<file path="config.mk">
export PLATFORM = sky130hd
export DESIGN_NAME = lspc_queue
export DESIGN_NICKNAME = d
export VERILOG_FILES = /design/src/hdl/lspc_pkg.sv /design/src/hdl/lspc_queue.sv
export SDC_FILE = /design/constraint.sdc
export NUM_CORES = 1
export LEC_CHECK = 0
export ABC_AREA = 1
export ABC_CLOCK_PERIOD_IN_PS = 2700
export BUFFER_PORTS_ARGS = -buffer_cell sky130_fd_sc_hd__buf_2
export CORE_UTILIZATION = 45
export DETAILED_ROUTE_END_ITERATION = 8
export PLACE_DENSITY_LB_ADDON = 0.3
export SLEW_MARGIN = 40
export SYNTH_ARGS = -nofsm -noshare
export SYNTH_HDL_FRONTEND = slang
export SYNTH_SLANG_ARGS = --single-unit
</file>
<file path="constraint.sdc">
create_clock -name clk -period 2.7 [get_ports clk]
set_clock_uncertainty 0.05 [all_clocks]
set_input_delay 0.27 -clock clk [delete_from_list [all_inputs] [get_ports clk]]
set_output_delay 0.27 -clock clk [all_outputs]
set_load 0.01 [all_outputs]
</file>
<file path="src/hdl/lspc_pkg.sv">
package lspc_pkg;

	localparam int unsigned PATTERN_COUNT_DEF = 6;

	// configuration port
	localparam int unsigned CFG_DATA_W = 20;
	localparam int unsigned CFG_IDX_W  = 3;
	localparam logic [CFG_IDX_W-1:0] CFG_AMBIENT    = 3'd0;
	localparam logic [CFG_IDX_W-1:0] CFG_THERM_LIM  = 3'd1;
	localparam logic [CFG_IDX_W-1:0] CFG_SLOW_LVL   = 3'd2;
	localparam logic [CFG_IDX_W-1:0] CFG_FAST_LVL   = 3'd3;
	localparam logic [CFG_IDX_W-1:0] CFG_DOUBLE_LVL = 3'd4;
	localparam logic [CFG_IDX_W-1:0] CFG_RANDOM_LVL = 3'd5;

	// request codes
	typedef enum logic [2:0] {
		CMD_TICK       = 3'd0,
		CMD_ALERT      = 3'd1,
		CMD_STROBE     = 3'd2,
		CMD_EMERGENCY  = 3'd3,
		CMD_DEACTIVATE = 3'd4,
		CMD_SET_PAT    = 3'd5,
		CMD_ENABLE     = 3'd6,
		CMD_DISABLE    = 3'd7
	} cmd_t;

	// pattern codes
	localparam logic [2:0] PAT_OFF    = 3'd0;
	localparam logic [2:0] PAT_SLOW   = 3'd1;
	localparam logic [2:0] PAT_FAST   = 3'd2;
	localparam logic [2:0] PAT_DOUBLE = 3'd3;
	localparam logic [2:0] PAT_RANDOM = 3'd4;
	localparam logic [2:0] PAT_EMERG  = 3'd5;

	// mode codes
	localparam logic [1:0] MODE_OFF    = 2'd0;
	localparam logic [1:0] MODE_WARN   = 2'd1;
	localparam logic [1:0] MODE_FLASH  = 2'd2;
	localparam logic [1:0] MODE_EMERG  = 2'd3;

	// timing and thermal constants
	localparam logic [31:0] THERM_PERIOD = 32'd1000;
	localparam logic [31:0] RAMP_PERIOD  = 32'd10;
	localparam logic [7:0]  RAMP_STEP    = 8'd5;
	localparam logic [7:0]  HOT_LEVEL    = 8'd50;
	localparam logic [19:0] TEMP_BASE    = 20'd25000;
	localparam logic [19:0] TEMP_MAX     = 20'd1048575;
	localparam logic [19:0] TEMP_COOL    = 20'd100;
	localparam logic [19:0] THERM_HYST   = 20'd10000;

	// floor(p/510) by reciprocal: q0 = (p*M510) >> 37 is q or q-1
	localparam int unsigned HEAT_W      = 29;
	localparam logic [28:0] M510        = 29'd269488144;
	localparam int unsigned M510_SHIFT  = 37;
	localparam logic [9:0]  DIV510      = 10'd510;
	// heat product at or above this saturates the temperature
	localparam logic [39:0] HEAT_SAT    = 40'd522023760;

	typedef enum logic [1:0] {
		SH38,
		SH40,
		SH42
	} sh_t;

	typedef struct packed {
		logic [10:0] d;
		logic [31:0] m;
		sh_t         sh;
	} div_t;

	typedef struct packed {
		cmd_t        kind;
		logic [31:0] now_ms;
		logic [2:0]  sel;
		logic        sel_ok;
		logic [2:0]  rbits;
	} item_t;

	localparam int unsigned QUEUE_DEPTH = 2;
	localparam int unsigned QUEUE_AW    = 1;

	// period and reciprocal for the elapsed-time modulo of each pattern
	function automatic div_t pat_div(input logic [2:0] pat);
		div_t r;
		case (pat)
			PAT_SLOW:   r = '{d: 11'd2000, m: 32'd2199023255, sh: SH42};
			PAT_FAST:   r = '{d: 11'd400,  m: 32'd2748779069, sh: SH40};
			PAT_DOUBLE: r = '{d: 11'd1400, m: 32'd3141461793, sh: SH42};
			PAT_RANDOM: r = '{d: 11'd300,  m: 32'd3665038759, sh: SH40};
			default:    r = '{d: 11'd100,  m: 32'd2748779069, sh: SH38};
		endcase
		return r;
	endfunction

endpackage

</file>
<file path="src/hdl/lspc_queue.sv">
module lspc_queue (
	input  logic            clk,
	input  logic            arst_n,
	input  logic            push,
	input  lspc_pkg::item_t push_item,
	output logic            full,
	input  logic            pop,
	output logic            nonempty,
	output lspc_pkg::item_t head
);
	import lspc_pkg::*;

	item_t                 mem_q [QUEUE_DEPTH];
	logic [QUEUE_AW-1:0]   wr_ptr_q;
	logic [QUEUE_AW-1:0]   rd_ptr_q;
	logic [QUEUE_AW:0]     cnt_q;

	assign full     = (cnt_q == (QUEUE_AW+1)'(QUEUE_DEPTH));
	assign nonempty = (cnt_q != '0);
	assign head     = mem_q[rd_ptr_q];

	always_ff @(posedge clk) begin
		if (push) begin
			mem_q[wr_ptr_q] <= push_item;
		end
	end

	always_ff @(posedge clk or negedge arst_n) begin
		if (!arst_n) begin
			wr_ptr_q <= '0;
			rd_ptr_q <= '0;
			cnt_q    <= '0;
		end else begin
			if (push) begin
				wr_ptr_q <= wr_ptr_q + 1'b1;
			end
			if (pop) begin
				rd_ptr_q <= rd_ptr_q + 1'b1;
			end
			if (push && !pop) begin
				cnt_q <= cnt_q + 1'b1;
			end else if (pop && !push) begin
				cnt_q <= cnt_q - 1'b1;
			end
		end
	end

endmodule

</file>
; ---- Word level (Yosys, flattened, before mapping)
; Memories as Yosys holds them, arrays and structs flattened.
; Cells that the tools add are included.
[classes]
n_addsub = 4
n_eq_ne = 1
muxes = 4
reduce_logical = 6
[ops]
columns = cell, count
row1 = two-way mux 2 bit, 2
row2 = nonzero test 2 bit, 2
row3 = "adder 1 bit, second input constant", 2
row4 = "adder 2 x 1 -> 2 bit, second input constant", 1
row5 = "== test 2 bit, second input constant", 1
row6 = logical AND 1 bit, 2
row7 = zero test 1 bit, 2
row8 = two-way mux 1 bit, 2
row9 = "subtractor 2 x 1 -> 2 bit, second input constant", 1
[totals]
regBits = 4
mem_bits_rw = 84
in_bits = 46
output_inout_bits = 44
memories = 1
[memory_table]
columns = memory, depth, word_bits, read_ports, rd_ports_with_merged_regs, wr, line
row1 = mem_q, 2, 42, 1, 0, 1, lspc_queue.sv:13  ; item_t mem_q [QUEUE_DEPTH];

; ---- Depth between registers and ports, before layout
; Gate-level depths: netlist (run 1).
[depth]
word_depth = 4
mapped_depth = 7
ltp_nobuf = 7

; ---- Least setup slack after synthesis (run 1)
; Ideal clock, no wire load.
[synth_path]
path_kind = reg2reg
startpoint = register wr_ptr_q
endpoint = memory mem_q[0][0] (netlist bit), enable pin
setup_time_ns = 0.442
t_arrival_ns = 2.178
required_time_ns = 2.208
setup_slack_ns = 0.030
path_stages_with_launch = 2
period_less_slack_ns = 2.670
path_cell_list = dfrtp_1 -> nor2_1
[synth_rtl]
columns = item, line
row1 = "start, declared", lspc_queue.sv:14  ; logic [QUEUE_AW-1:0] wr_ptr_q;
row2 = "start signal, assigned", lspc_queue.sv:35  ; wr_ptr_q <= wr_ptr_q + 1'b1;
row3 = "end, declared", lspc_queue.sv:13
; No word-level cell before the write port.

==> run metrics, run 1 <==
status=complete, no violations; share of the synthesized area in the top cell type=73.3%; critical path capture point type=output port; min-delay src=push_item[37]; vias in the first global route=1,661; Total Routed Length=5.29 mm; maxcap violations=0; first-pass GRT wire length=7.85 mm; worst skew pair latency=340 ps; WHS=58.7 ps; GPL Wtd Cong=0.693; largest area contributor in the netlist=edfxtp_1; CP Launch Type=register; CTS sink count=88; pwr/cell area=1020 nW/um^2; CP top delay family=flip-flops; core area=7330 um^2; setup TNS=0 ps; Mapped Area=3440 um^2; Final Net Count=303; Worst Hold Class=input pin to register; Congestion Overflow GR=0; Slew HR=53.9%; DRT Pass-1 Iters=4; worst vdd ir=0.000428 V; synthesis-to-layout area growth=22.6%; R2R setup slack=1220 ps; Routed Antenna Nets=0; Synthesized Nets=203; synth top area cells=edfxtp_1 (73%), mux2_4 (17%), dfrtp_1 (2.9%), buf_12 (2.3%), mux2_2 (0.98%); DRT iter0 DRCs=67; Ports=90; Die W=89.4 um; Worst Path Arrival=1950 ps; Final min period=2270 ps; row cnt=31; Total Power=4290 uW; Max stage delay on crit path=830 ps; fraction of layout cells with a size suffix above 1=59.0%; cts repair resizes=0; # port buffers=89; Syn Inst Count=156; fillers=583; Worst Path Max Fanout=21; CP Buf/Inv Count=2; die height=89.4 um; CP Class=register to output port; largest net degree at the start of global routing=43; #FFs+latches synth=88; DRC viols=0; final instance area=4220 um^2; gr usage total=14.1%; Syn. warnings=0; Peak Freq=441 MHz; leakage=0.00173 uW; fin. max-slew vios=0; actual slew at the worst max-slew pin=692 ps; die area=8000 um^2; Routed WL per cell=14.7 um; cell area after placement=3980 um^2; period utilisation layout=84.0%; DR vias=1,680; H-tree depth=3; post-DP HPWL=3.47 mm; Setup-failing EPs final=0; syn_area_per_cell=22.0 um^2; initial antenna violation count=0; R2R Path Start=wr_ptr_q$_DFFE_PN0P_; CTS root buffer=clkbuf_8; number of buffers created by CTS=9; Critical-path top delay cell=dfrtp_2; Worst Path Required=2380 ps; sequential area share after synthesis=76.2%; RSZ-0062 raised after global routing=no; CTS clock-pin slew for the worst setup and hold paths=90 ps; Starting Density=46.9%; post-DR vias/cell=4.67; synth unique cells=14; n_diodes=0; worst path cell trace=buf_4, mux2_4, buf_2; final hold viol count=0; largest buffer count on any clock path=2; CTS tree=done; CP startpoint=rd_ptr_q$_DFFE_PN0P_
==> path summary, 6_finish.rpt <==
kind	to	cells past startpoint
setup / recovery	head[15]	3
hold reg to reg	cnt_q[1]$_DFFE_PN0P_	2
max in group asynchronous	rd_ptr_q$_DFFE_PN0P_	2
setup reg to reg	mem_q[1][16]$_DFFE_PP_	3
min in group asynchronous	cnt_q[1]$_DFFE_PN0P_	2
hold / removal	mem_q[0][37]$_DFFE_PP_	1
==> cells by family (layout without fill, tap and decap cells) <==
logic type	count (synthesis)	after routing	synth area share, %
xor+xnor	3	3	0.764
fa+ha+maj	1	1	0.364
buf+inv	12	117	3.42
flops	88	88	76.2
mux	42	42	18.0
simple gates	10	10	1.20
==> Yosys cell counts (all sizes together) <==
cell	n
buf	5
dfrtp	4
edfxtp	84
ha	1
inv	7
mux2	42
nand2	6
nand3	1
nand4	1
nor2	2
xnor2	1
xor2	2
==> through the flow <==
stage | utilization (%) | setup WS, ps | instances
global placement | 54.3 | 799 | 343
detailed placement | 54.3 | 787 | 343
global route | 57.5 | 343 | 360
CTS | 57.5 | 396 | 360
floorplan | - | 29.7 | 156
finish | 57.5 | 431 | 360
==> per-layer routing <==
metal | vias to the layer above | track usage (%) | part of all wire [%]
li1 | 795 | - | -
met1 | 812 | 17.5 | 41
met3 | 8 | 4.06 | 6.5
met2 | 65 | 22.2 | 51
met4 | 0 | 7.79 | 1.5
met5 | - | 0 | 0
==> cells in the final DEF, fill, tap and decap left out <==
| master | synthesis | layout |
|---|---|---|
| inv_1 | 7 | 6 |
| nand2_1 | 6 | 6 |
| dfrtp_2 | 0 | 1 |
| nor2_4 | 0 | 1 |
| dfrtp_1 | 4 | 3 |
| nand3_1 | 1 | 1 |
| nor2_1 | 2 | 1 |
| mux2_2 | 3 | 3 |
| dlygate4sd3_1 | 0 | 1 |
| clkinvlp_4 | 0 | 2 |
| clkbuf_8 | 0 | 9 |
| nand4_1 | 1 | 1 |
| inv_6 | 0 | 2 |
| edfxtp_1 | 84 | 84 |
| xor2_1 | 2 | 2 |
| ha_1 | 1 | 1 |
| xnor2_1 | 1 | 1 |
| buf_2 | 0 | 89 |
| mux2_4 | 39 | 39 |
| clkinv_4 | 0 | 1 |
| bufinv_16 | 0 | 2 |
| buf_4 | 0 | 2 |
| buf_12 | 4 | 2 |
| inv_2 | 0 | 1 |
==> worst reg2reg max path: cells and delay by family (launching register included) <==
family | cells | cell delay, ps
simple gates | 1 | 80
flops | 1 | 430
buf+inv | 2 | 600
==> state kept, by name (all words and copies together), names as in the netlist <==
signal / flops
wr_ptr_q: 1
mem_q: 84
cnt_q: 2
rd_ptr_q: 1
==> area by class of cell <==
cell class | count | area [um^2] | area share (%)
Clock buffer | 9 | 124 | 2.94
Clock inverter | 7 | 101 | 2.40
Inverter | 7 | 26.3 | 0.623
Multi-Input combinational cell | 56 | 707 | 16.8
Sequential cell | 88 | 2620 | 62.2
Tap cell | 99 | 124 | 2.94
Timing Repair Buffer | 94 | 510 | 12.1
==> where the power goes <==
| group | internal, uW | switching [uW] |
|---|---|---|
| clock | 529 | 459 |
| sequential | 1810 | 168 |
| combinational | 730 | 590 |
| total | 3070 | 1220 |
==> what timing repair did <==
action | 4_1_cts | 5_1_grt
hold buffers | 1 | 0
setup buffers | 0 | 0
endpoints found under the hold margin | 4 | 0
No activity file was read; power rests on OpenSTA's default activity.
==> inputs of run 2 (changes only) <==
--- a/config.mk
+++ b/config.mk
@@ -5,8 +5,8 @@
 export SDC_FILE = /design/constraint.sdc
 export NUM_CORES = 1
 export LEC_CHECK = 0
-export ABC_AREA = 1
-export ABC_CLOCK_PERIOD_IN_PS = 2700
+export ABC_AREA = 0
+export ABC_CLOCK_PERIOD_IN_PS = 2200
 export BUFFER_PORTS_ARGS = -buffer_cell sky130_fd_sc_hd__buf_2
 export CORE_UTILIZATION = 45
 export DETAILED_ROUTE_END_ITERATION = 8
==> constraint.sdc (replaced) <==
create_clock -name clk -period 2.2 [get_ports clk]
set_clock_uncertainty 0.05 [all_clocks]
set_input_delay 0.22 -clock clk [delete_from_list [all_inputs] [get_ports clk]]
set_output_delay 0.22 -clock clk [all_outputs]
set_load 0.01 [all_outputs]
==> run 2 against run 1 <==
  * Sequential share of layout area shrank 2.1 points
  * Largest power group unchanged
  * Final area up 3.5%
  * Worst setup slack lost 110 ps
  * Area after synthesis shrank 0.51%
  * Synthesized cell count shrank 5.8%
  * Non-clock buffer count increased by 23
  * Flip-flop and latch count stayed put
  * Critical endpoint is now head[25]
==> run metrics, run 2 <==
status=complete, no violations; fin. max-slew vios=0 (unchanged); Starting Density=46.9% (about the same); mux cell area share after synthesis=18.1% (+0.092 points); largest registers=mem_q (84), cnt_q (2); worst skew pair latency=330 ps (about the same); DRC viols=0 (unchanged); Worst Path Max Fanout=27 (+29%); sequential area share after synthesis=76.6% (+0.39 points); Peak Freq=531 MHz; period utilisation layout=85.6%; Mapped Area=3420 um^2 (-0.51%); leakage=0.00177 uW (+2.3%); maxcap violations=0 (unchanged); post-synthesis compound-gate area fraction=0% (unchanged); cell with the most instances after synthesis=edfxtp_1; R2R setup slack=890 ps (-330 ps); critical path capture point type=output port; max FFs per register=84 (unchanged); Syn. warnings=0 (unchanged); CP top delay family=buffers and inverters; Synthesized Nets=194 (-4.4%); Die W=89.2 um (-0.25%); Routed Antenna Nets=0 (unchanged); most frequent cells in the layout=buf_2 (89), edfxtp_1 (84), mux2_4 (39); post-synthesis adder-cell area fraction=0.366% (+0.0019 points); CTS tree=done; Critical-path top delay cell=buf_4; vias in the first global route=1,506 (-9.3%); Cell Count, Final, Fillers Out=374 (+3.9%); GPL Wtd Cong=0.656 (-5.4%); CTS root buffer=clkbuf_8; largest area contributor in the netlist=edfxtp_1; cell area after placement=3960 um^2 (-0.66%); RSZ-0062 raised after global routing=no; DRT Pass-1 Iters=4 (unchanged); Final Net Count=317 (+4.6%); Final min period=1880 ps; dpl cells=336 (-2.0%); setup TNS=0 ps (unchanged); CP Launch Type=register; Max stage delay on crit path=410 ps (-420 ps); first-pass GRT wire length=7.51 mm (-4.4%); CP Class=register to output port; Ports=90 (unchanged); cts repair resizes=0 (unchanged); Routed WL per cell=14.2 um (-3.1%); largest buffer count on any clock path=2 (unchanged); Total Routed Length=5.33 mm (+0.70%); synth top area cells=edfxtp_1 (74%), mux2_4 (17%), dfrtp_1 (2.9%), buf_12 (2.3%), xor2_1 (1.0%); Commonest cells post-synth=edfxtp_1 (84), mux2_4 (39), buf_12 (4), dfrtp_1 (4), xor2_1 (4); row cnt=31 (unchanged); Syn Inst Count=147 (-5.8%); die area=7960 um^2 (-0.49%); DRT iter0 DRCs=60 (-10%); gr usage total=13.5% (-0.53 points); Worst Hold Class=input pin to register; pwr/cell area=1160 nW/um^2 (+14%); synth unique cells=14 (unchanged); final instance area=4360 um^2 (+3.5%); fillers=578 (-0.86%); share of the synthesized area in the top cell type=73.7% (+0.38 points); Slew HR=67.7% (+14 points); CTS sink count=88 (unchanged); number of synthesized flops with an enable pin=84 (unchanged); CP Buf/Inv Count=2 (unchanged); H-tree depth=3 (unchanged); largest family of logic cells by synthesized area=multiplexers; number of buffers created by CTS=9 (unchanged); #FFs+latches synth=88 (unchanged); syn_area_per_cell=23.3 um^2 (+5.6%); actual slew at the worst max-slew pin=485 ps (-207 ps); # port buffers=89 (unchanged); core area=7290 um^2 (-0.53%); Post-synth ARST share=4.55% (unchanged); post-DR vias/cell=4.56 (-2.3%); Worst Path Arrival=1610 ps (-340 ps); Largest Register=mem_q; die height=89.2 um (-0.25%); worst vdd ir=0.000625 V (+46%); n_diodes=0 (unchanged); post-synthesis simple-gate area fraction=0.841% (-0.36 points); synthesis-to-layout area growth=27.5%; initial antenna violation count=0 (unchanged); Total Power=5080 uW (+18%); post-DP HPWL=3.47 mm (about the same); CTS clock-pin slew for the worst setup and hold paths=80 ps (about the same); Worst Path Required=1930 ps (-450 ps); worst path cell trace=buf_4, mux2_4, buf_2; DR vias=1,706 (+1.5%); ys flop type=edfxtp_1; fraction of layout cells with a size suffix above 1=56.0% (-3.0 points); XOR/XNOR Fraction of Synth Area=1.28% (+0.52 points); Congestion Overflow GR=0 (unchanged); Setup-failing EPs final=0 (unchanged); final hold viol count=0 (unchanged); largest net degree at the start of global routing=28 (-35%); most common cell after layout, fill and taps aside=buf_2
## run 2: changes by cell type in the layout (fill, tap and decap cells not counted), moves of 4 or more
cell,change
nand2_1,-6
buf_4,+4
dlygate4sd3_1,+21
inv_1,-5
## run 2: per-stage QoR
stage | hold WS [ps] | utilization, % | setup slack (ps)
floorplan | -126 | - | 225
global placement | -20.6 | 54.2 | 660
detailed placement | -16.6 | 54.2 | 657
CTS | 0.149 | 58.9 | 271
global route | 2.48 | 59.8 | 213
finish | 20.0 | 59.8 | 317
## run 2: repair_timing
item | in CTS | in global routing
hold buffers | 15 | 7
hold endpoints to repair | 30 | 13
setup buffers | 0 | 0
## run 2: logic make-up after synthesis
group	count (synthesis)
buffers and inverters	6
muxes	42
adders and majority gates	1
xor gates and xnor gates	5
and+or+nand+nor	5
DFF	88
## run 2: layout make-up
type	instances	area (um^2)	area share, %
clock buffers	10	128	2.93
clock inverters	6	60.1	1.38
inverters	1	3.75	0.0860
multi-input cells	53	713	16.3
flip-flops and latches	88	2620	60.1
well taps	99	124	2.84
repair buffers	117	711	16.3
## run 2: report_power, final
group	leakage (uW)	internal, uW	switching, uW
sequential	0.000834	2230	103
combinational	0.000855	905	805
clock	0.0000836	517	520
## run 2: final timing paths
kind                                       from                      to  depth (start not counted)
min in group asynchronous                arst_n    cnt_q[1]$_DFFE_PN0P_                          2
max in group asynchronous                arst_n    rd_ptr_q$_DFFE_PN0P_                          2
max reg2reg                wr_ptr_q$_DFFE_PN0P_  mem_q[1][27]$_DFFE_PP_                          2
min reg2reg                cnt_q[1]$_DFFE_PN0P_    cnt_q[1]$_DFFE_PN0P_                          1
min                               push_item[19]  mem_q[0][19]$_DFFE_PP_                          1
max                        rd_ptr_q$_DFFE_PN0P_                head[25]                          3
## run 2: layer usage
metal | GRT usage (%) | vias up | wire (um)
li1 | - | 815 | -
met2 | 20.8 | 50 | 2720
met3 | 3.69 | 11 | 279
met1 | 16.9 | 830 | 2230
met5 | 0 | - | 0
met4 | 8.95 | 0 | 95
## run 2: worst register-to-register path, stage by stage, from the launching register on
cell and delay, ps:
dfrtp_1 430, and2_2 180, buf_4 310
==> inputs of run 3 (changes only) <==
--- a/config.mk
+++ b/config.mk
@@ -6,11 +6,12 @@
 export NUM_CORES = 1
 export LEC_CHECK = 0
 export ABC_AREA = 0
-export ABC_CLOCK_PERIOD_IN_PS = 2200
+export ABC_CLOCK_PERIOD_IN_PS = 1850
 export BUFFER_PORTS_ARGS = -buffer_cell sky130_fd_sc_hd__buf_2
 export CORE_UTILIZATION = 45
 export DETAILED_ROUTE_END_ITERATION = 8
 export PLACE_DENSITY_LB_ADDON = 0.3
+export REMOVE_ABC_BUFFERS = 1
 export SLEW_MARGIN = 40
 export SYNTH_ARGS = -nofsm -noshare
 export SYNTH_HDL_FRONTEND = slang
==> constraint.sdc (replaced) <==
create_clock -name clk -period 1.85 [get_ports clk]
set_clock_uncertainty 0.05 [all_clocks]
set_input_delay 0.185 -clock clk [delete_from_list [all_inputs] [get_ports clk]]
set_output_delay 0.185 -clock clk [all_outputs]
set_load 0.01 [all_outputs]
==> run 3 against run 2 <==
  * Core utilization grew 3.3 points
  * Die area stayed put
  * Largest power group unchanged
  * Largest cell class unchanged
  * Final area up 5.5%
==> run metrics, run 3 (synthesis gave the netlist of run 2 again) <==
DR vias=1,774 (+4.0%); Worst Hold Class=input pin to register; status=complete, no violations; Final Net Count=340 (+7.3%); post-DR vias/cell=4.49 (-1.5%); Slew HR=76.9% (+9.2 points); most frequent cells in the layout=buf_2 (89), edfxtp_1 (84), dlygate4sd3_1 (44); CTS root buffer=clkbuf_8; Die W=89.2 um (unchanged); Total Power=6130 uW (+21%); # port buffers=89 (unchanged); Setup-failing EPs final=0 (unchanged); synthesis-to-layout area growth=34.5%; largest registers=mem_q (84), cnt_q (2); Worst Path Max Fanout=20 (-26%); fraction of layout cells with a size suffix above 1=52.0% (-4.0 points); largest net degree at the start of global routing=26 (-7.1%); dpl cells=336 (unchanged); leakage=0.00188 uW (+6.1%); Final min period=1720 ps; period utilisation layout=92.8%; R2R setup slack=540 ps (-350 ps); Post-Place Worst Slack=399 ps (-258 ps); CTS tree=done; worst setup margin=133 ps (-184 ps); row cnt=31 (unchanged); number of buffers created by CTS=9 (unchanged); Critical-path top delay cell=dfrtp_2; die area=7960 um^2 (unchanged); worst path cell trace=buf_12, mux2_2, buf_2; die height=89.2 um (unchanged); max FFs per register=84 (unchanged); RSZ-0062 raised after global routing=no; Starting Density=46.9% (unchanged); critical path capture point type=output port; Largest Register=mem_q; first-pass GRT wire length=8.31 mm (+11%); Ports=90 (unchanged); Worst Path Arrival=1480 ps (-130 ps); final hold viol count=0 (unchanged); pwr/cell area=1330 nW/um^2 (+14%); GPL Wtd Cong=0.638 (-2.7%); Routed WL per cell=14.5 um (+1.5%); setup TNS=0 ps (unchanged); maxcap violations=0 (unchanged); Total Routed Length=5.71 mm (+7.2%); worst vdd ir=0.000725 V (+16%); core area=7290 um^2 (unchanged); H-tree depth=3 (unchanged); CP Buf/Inv Count=2 (unchanged); Routed Antenna Nets=0 (unchanged); fillers=565 (-2.2%); actual slew at the worst max-slew pin=346 ps (-139 ps); fin. max-slew vios=0 (unchanged); DRT Pass-1 Iters=4 (unchanged); largest buffer count on any clock path=2 (unchanged); Worst Path Required=1620 ps (-310 ps); CTS sink count=88 (unchanged); DRC viols=0 (unchanged); CP top delay family=flip-flops; vias in the first global route=1,794 (+19%); n_diodes=0 (unchanged); CP Class=register to output port; cts repair resizes=0 (unchanged); initial antenna violation count=0 (unchanged); Congestion Overflow GR=0 (unchanged); CP Launch Type=register; DRT iter0 DRCs=51 (-15%); worst skew pair latency=340 ps (about the same); CTS clock-pin slew for the worst setup and hold paths=70 ps (about the same); gr usage total=15.0% (+1.4 points); Peak Freq=582 MHz; most common cell after layout, fill and taps aside=buf_2; Cell Count, Final, Fillers Out=395 (+5.6%); Max stage delay on crit path=420 ps (about the same); post-DP HPWL=3.48 mm (+0.41%); WHS=22.3 ps (+2.24 ps)
-- run 3: cell types whose count changed in the layout (fill, tap and decap cells not counted), sizes merged --
cell,change
buf,+1
clkbuf,-1
clkinv,+1
clkinvlp,-2
dlygate4sd3,+22
-- run 3: power breakdown --
part / leakage [uW] / internal [uW] / total, uW / switching (uW)
clock network: 0.0000860 / 597 / 1200 / 599
logic: 0.000961 / 1170 / 2150 / 972
registers: 0.000834 / 2650 / 2790 / 137
-- run 3: layout make-up --
type	count	area (um^2)	area share, %
clock buffers	9	124	2.69
clock inverters	5	50.0	1.09
inverters	1	3.75	0.0816
multi-input cells	53	713	15.5
flip-flops and latches	88	2620	57.0
well taps	99	124	2.69
repair buffers	140	963	20.9
-- run 3: timing repair --
item | CTS | global route
setup buffers | 0 | 1
hold buffers | 44 | 0
endpoints found under the setup margin | 0 | 3
hold endpoints to repair | 89 | 0
-- run 3: path summary, 6_finish.rpt --
kind / startpoint / end / cells after the start
worst min-delay path: push / wr_ptr_q$_DFFE_PN0P_ / 2
worst max-delay path: rd_ptr_q$_DFFE_PN0P_ / head[22] / 3
max in group asynchronous: arst_n / rd_ptr_q$_DFFE_PN0P_ / 2
worst max register to register: wr_ptr_q$_DFFE_PN0P_ / mem_q[1][0]$_DFFE_PP_ / 2
min in group asynchronous: arst_n / rd_ptr_q$_DFFE_PN0P_ / 2
worst min register to register: cnt_q[1]$_DFFE_PN0P_ / cnt_q[1]$_DFFE_PN0P_ / 1
-- run 3: stage by stage --
stage                     cell area (um^2)  util (%)
after floorplan                       3330         -
after global placement                3980      54.6
after detailed placement              3980      54.6
after CTS                             4590      63.0
after global routing                  4600      63.1
final                                 4600      63.1
-- run 3: layer usage --
metal / up-vias / routed length [um] / track usage, %
met5: - / 0 / 0
met4: 0 / 119 / 9.09
met3: 9 / 296 / 3.69
met2: 57 / 2890 / 25.5
met1: 848 / 2400 / 17.0
li1: 860 / - / -
-- run 3: worst reg2reg max path, cell delays in order, from the launching register on --
cell     delay, ps
dfrtp_1        420
and2_2         180
buf_4          320
